--- src/hw/rtl/ubs_pkg.sv ---
package ubs_pkg;

    // Built size of the solver and fixed-point format
    localparam int MAX_SIZE  = 16;
    localparam int FRAC_BITS = 16;

    // Widths that follow from the built size
    localparam int IDX_W   = $clog2(MAX_SIZE);
    localparam int COEF_AW = $clog2(MAX_SIZE * MAX_SIZE);

    // Field widths of the channels
    localparam int REQ_W  = 2;
    localparam int ROW_W  = 6;
    localparam int SIZE_W = 7;
    localparam int VAL_W  = 32;
    localparam int PROD_W = 2 * VAL_W;

    localparam logic [SIZE_W-1:0] SIZE_RESET = SIZE_W'(16);

    // Request codes
    localparam logic [REQ_W-1:0] REQ_LOAD_COEF = 2'd0;
    localparam logic [REQ_W-1:0] REQ_LOAD_RHS  = 2'd1;
    localparam logic [REQ_W-1:0] REQ_SOLVE     = 2'd2;

    // Round half up: add half an LSB of the result before the shift
    localparam logic signed [PROD_W-1:0] ROUND_HALF =
        (PROD_W'(1) << FRAC_BITS) >> 1;

    // Commands from the controller to the datapath
    typedef struct packed {
        logic             ld_coef;    // write load value to the coefficient store
        logic             ld_rhs;     // write load value to the rhs store
        logic             clr_marks;  // clear all saturation marks
        logic             rd_emit;    // read rhs[row] as the final unknown
        logic             rd_upd;     // read rhs[row] and A[row][col] for an update
        logic [IDX_W-1:0] row;
        logic [IDX_W-1:0] col;
    } ubs_cmd_t;

    // Status from the datapath to the controller
    typedef struct packed {
        logic out_full;   // result register holds a beat not yet taken
        logic pipe_busy;  // update pipeline still has writes in flight
    } ubs_status_t;

    function automatic logic [COEF_AW-1:0] coef_addr(input logic [IDX_W-1:0] row,
                                                     input logic [IDX_W-1:0] col);
        coef_addr = COEF_AW'(row) * COEF_AW'(MAX_SIZE) + COEF_AW'(col);
    endfunction

endpackage

--- src/hw/rtl/ubs_ctrl.sv ---
module ubs_ctrl
(
    input  logic                         clk,
    input  logic                         rst_n,
    input  logic                         req_valid,
    output logic                         req_ready,
    input  logic [ubs_pkg::REQ_W-1:0]    req_type,
    input  logic [ubs_pkg::ROW_W-1:0]    row_index,
    input  logic [ubs_pkg::ROW_W-1:0]    col_index,
    input  logic                         cfg_valid,
    output logic                         cfg_ready,
    input  logic [ubs_pkg::SIZE_W-1:0]   cfg_size,
    input  ubs_pkg::ubs_status_t         status,
    output ubs_pkg::ubs_cmd_t            cmd
);

    typedef enum logic [1:0] {
        ST_IDLE,
        ST_EMIT,
        ST_UPD
    } state_t;

    state_t                        state_reg, state_next;
    logic [ubs_pkg::IDX_W-1:0]     i_reg, i_next;
    logic [ubs_pkg::IDX_W-1:0]     r_reg, r_next;
    logic [ubs_pkg::SIZE_W-1:0]    size_reg, size_next;
    logic [ubs_pkg::IDX_W-1:0]     top_row;
    logic                          accept;
    logic                          row_ok;
    logic                          col_ok;
    logic                          emit_go;

    assign req_ready = (state_reg == ST_IDLE);
    assign cfg_ready = 1'b1;
    assign accept    = req_valid && req_ready;
    assign row_ok    = {1'b0, row_index} < ubs_pkg::SIZE_W'(ubs_pkg::MAX_SIZE);
    assign col_ok    = {1'b0, col_index} < ubs_pkg::SIZE_W'(ubs_pkg::MAX_SIZE);
    assign emit_go   = (state_reg == ST_EMIT) && !status.out_full && !status.pipe_busy;

    // Highest row of the run: size clipped to 1..MAX_SIZE, minus one
    always_comb
    begin
        priority if (size_reg == '0)
            top_row = '0;
        else if (size_reg > ubs_pkg::SIZE_W'(ubs_pkg::MAX_SIZE))
            top_row = ubs_pkg::IDX_W'(ubs_pkg::MAX_SIZE - 1);
        else
            top_row = ubs_pkg::IDX_W'(size_reg - ubs_pkg::SIZE_W'(1));
    end

    always_comb
    begin
        cmd.ld_coef   = accept && (req_type == ubs_pkg::REQ_LOAD_COEF) && row_ok && col_ok;
        cmd.ld_rhs    = accept && (req_type == ubs_pkg::REQ_LOAD_RHS) && row_ok;
        cmd.clr_marks = accept && (req_type == ubs_pkg::REQ_SOLVE);
        cmd.rd_emit   = emit_go;
        cmd.rd_upd    = (state_reg == ST_UPD);
        cmd.row       = (state_reg == ST_UPD) ? r_reg : i_reg;
        cmd.col       = i_reg;
    end

    always_comb
    begin
        state_next = state_reg;
        i_next     = i_reg;
        r_next     = r_reg;
        size_next  = cfg_valid ? cfg_size : size_reg;
        unique case (state_reg)
            ST_IDLE:
            begin
                if (accept && (req_type == ubs_pkg::REQ_SOLVE))
                begin
                    i_next     = top_row;
                    state_next = ST_EMIT;
                end
            end
            ST_EMIT:
            begin
                if (emit_go)
                begin
                    r_next     = '0;
                    state_next = (i_reg == '0) ? ST_IDLE : ST_UPD;
                end
            end
            ST_UPD:
            begin
                // Last lower row of this column: step to the next unknown
                if (r_reg == i_reg - ubs_pkg::IDX_W'(1))
                begin
                    i_next     = i_reg - ubs_pkg::IDX_W'(1);
                    state_next = ST_EMIT;
                end
                else
                begin
                    r_next = r_reg + ubs_pkg::IDX_W'(1);
                end
            end
            default:
            begin
                state_next = ST_IDLE;
            end
        endcase
    end

    always_ff @(posedge clk or negedge rst_n)
    begin
        if (!rst_n)
        begin
            state_reg <= ST_IDLE;
            i_reg     <= '0;
            r_reg     <= '0;
            size_reg  <= ubs_pkg::SIZE_RESET;
        end
        else
        begin
            state_reg <= state_next;
            i_reg     <= i_next;
            r_reg     <= r_next;
            size_reg  <= size_next;
        end
    end

endmodule

--- config.mk ---
export PLATFORM = sky130hd
export DESIGN_NAME = ubs_ctrl
export DESIGN_NICKNAME = d
export VERILOG_FILES = /design/src/hw/rtl/ubs_pkg.sv /design/src/hw/rtl/ubs_ctrl.sv
export SDC_FILE = /design/constraint.sdc
export NUM_CORES = 1
export LEC_CHECK = 0
export BUFFER_PORTS_ARGS = -buffer_cell sky130_fd_sc_hd__buf_2
export CAP_MARGIN = 20
export CORE_UTILIZATION = 52
export DETAILED_ROUTE_END_ITERATION = 12
export GPL_ROUTABILITY_DRIVEN = 0
export GPL_TIMING_DRIVEN = 0
export PLACE_DENSITY_LB_ADDON = 0.3
export SLEW_MARGIN = 10
export SYNTH_ARGS = -nofsm -noshare
export SYNTH_HDL_FRONTEND = slang
export SYNTH_SLANG_ARGS = --single-unit
export TNS_END_PERCENT = 10
--- constraint.sdc ---
create_clock -name clk -period 3.7 [get_ports clk]
set_input_delay 0.74 -clock clk [delete_from_list [all_inputs] [get_ports clk]]
set_output_delay 0.74 -clock clk [all_outputs]
set_load 0.02 [all_outputs]
==> reports/metrics.cfg <==
[floorplan]
core_area_sq_mm=0.002002
die_x_um=48.69
start_util_pct=56.62
fp.dieH_um=48.69
ioPinCount=42
rows=16
die_area_sq_mm=0.002371

[setup_path]
startpoint_type=flop
cp.arrival_ps=1930
r2r_end=i_reg[2]$_DFFE_PN0P_
startpoint=state_reg[0]$_DFFE_PN0P_
endpoint_kind=primary output
worst-r2r-setup-slack_ps=1620
timing.rr.start=i_reg[0]$_DFFE_PN0P_
crit_path_end=cmd[5]
crit_type=reg2out
rr_worst_depth=7
critical_path_required_ps=2960
critPathMaxFanout=10

[global_route]
grt_max_degree=18
grt_overflow=0
grt_pass1_vias=1030
grt_pass1_wl_um=4278
grt_usage_pct=22.82
antenna_found_initial=0

[placed_design]
portBuffers=31
dp.cells=184
dp_hpwl_um=1807

[sta]
finalHoldViolations=0
clock_skew_ps=5.172
relSlewSlack_pct=60.91
fin_crit_sh_pct=72.09
setup_tns_ps=0
setup_violations=0
rsz0062_at_grt=no
fmax_mhz=374.9
fin_crit_ps=2667
finalMaxSlewViolations=0
worst_slew_pin_slew_ps=582.2

[flow_run]
cap_violations=0

[cells_and_area]
stdcell_count=188
drive_gt1_share_pct=31.68
antenna_cells=0
fin_nets=193
n_fill_cell=159
multiInputGateArea_sq_um=634.4
largest_reg_flops=7
seqCellArea_sq_um=426.7
syn2layout_area_growth_pct=18.98

[synthesis]
avgSynthCellArea_sq_um=8.997
ys_ff_latch=17
yosysTopAreaCell=dfrtp_1
yosysMostFrequentCell=nand2_1
async_flop_share_pct=100.0
synth_edf_count=0
synthCells=126
yosysWarnings=0
synth_common_cells=nand2_1, dfrtp_1, o21ai_0
synth_ff_type=dfrtp_1
synthDominantCellAreaShare_pct=35.32
syn-cell-area_sq_mm=0.001134
ys_types=45
syn-num-nets=157
ys_seq_area_share_pct=37.64
synth_area_leaders=dfrtp_1, nand2_1, mux2_2

[clock_network]
cts_resized=0
clk_pin_slew_ps=100
clock-sinks=17
ctsHoldBuffers=0
cts_tree=yes
htreeDepth=1
clock_latency_ps=300
cts_setup_buffers=0
clockBufferDepth=2
numCtsBuffers=3
cts-root-buf=clkbuf_4

[power_and_ir_drop]
peakVddDrop_mv=0.3564
switchingPower_mw=0.4162
p_total_mw=0.8891
pwr-share-seq_pct=34.1
p_int_mw=0.4728
p_sw_share_pct=46.82
power.clock.fraction_pct=11.6
p_comb_share_pct=54.4
leakagePower_nw=0.6442
power_density_mw_per_mm2=659.2

[route]
routedWlPerCell_um=12.72
routed_wl_um=2392
ant_nets=0
firstDrtPassIters=4
drc=0
vias=1036
viasPerCell=5.511
drtIter0Drc=21

[hold_path]
min_path_type=in2async

[outcome]
status=finished clean

[cell usage in the layout (no fill, tap or decap), types with 3 or more instances in the layout]
cell	netlist	routed
nor4_1	3	3
mux2_2	5	5
clkbuf_4	0	3
ha_1	4	4
nor2_1	10	10
nor3_1	3	3
nand2b_1	3	3
dfrtp_1	16	16
o21ai_0	11	11
inv_1	9	9
buf_2	1	32
nand2_1	19	19
[through the flow]
stage	cell area, sq um	util, %	worst slack (ps)	hold slack (ps)
4_1_cts	1349	67.38	1047	356.9
5_1_grt	1349	67.38	841.4	380.8
3_5_place_dp	1323	66.06	1214	504.4
6_report	1349	67.38	1033	348.9
2_1_floorplan	1134	-	1045	444.4
3_3_place_gp	1323	66.06	1229	483.1
[worst max-delay path, cell delays in order, from the launching register on]
cell      delay (ps)
dfrtp_1          400
nand2b_1         140
buf_2            170
inv_1            200
buf_1            360
nand2_1           90
o21ai_0           80
buf_2            190
[area by class of cell]
| cell class | instances | share of cell area, % |
|---|---|---|
| repair buffers | 31 | 11.50 |
| well taps | 27 | 2.505 |
| multi-input cells | 94 | 47.03 |
| plain buffers | 6 | 2.876 |
| clock buffers | 4 | 1.948 |
| flip-flops and latches | 17 | 31.63 |
| inverters | 9 | 2.505 |
[routing by layer]
metal	track usage, %	share of wire (%)	up-vias
li1	-	-	513
met1	28.95	45	474
met2	39.81	48	44
met3	2.201	5.7	5
met4	8.824	1.5	0
met5	0	0	-
[worst min path at each step]
| stage | cells past startpoint | start | to |
|---|---|---|---|
| floorplan | 0 | rst_n | i_reg[0]$_DFFE_PN0P_ |
| global placement | 1 | size_reg[6]$_DFFE_PN0P_ | size_reg[6]$_DFFE_PN0P_ |
| detailed placement | 1 | size_reg[6]$_DFFE_PN0P_ | size_reg[6]$_DFFE_PN0P_ |
| CTS | 1 | rst_n | state_reg[0]$_DFFE_PN0P_ |
| global route | 1 | rst_n | state_reg[0]$_DFFE_PN0P_ |
| finish | 1 | rst_n | i_reg[3]$_DFFE_PN0P_ |
[power groups by stage]
stage	sequential [mW]	clock, mW	combinational [mW]
2_1_floorplan	0.315	0	0.340
3_3_place_gp	0.302	0	0.473
3_5_place_dp	0.305	0	0.485
4_1_cts	0.302	0.105	0.486
5_1_grt	0.313	0.109	0.534
6_report	0.303	0.103	0.483
[cells by family after synthesis]
kind of cell	share of synthesized area (%)
AO/OA/AOI/OAI	15.67
XOR/XNOR	5.188
adder cells (fa/ha/maj)	5.298
buffers and inverters	6.400
flip-flops	37.64
multiplexers	5.850
other	0.3308
AND/OR/NAND/NOR	23.62
(Power assumes the default switching activity.)
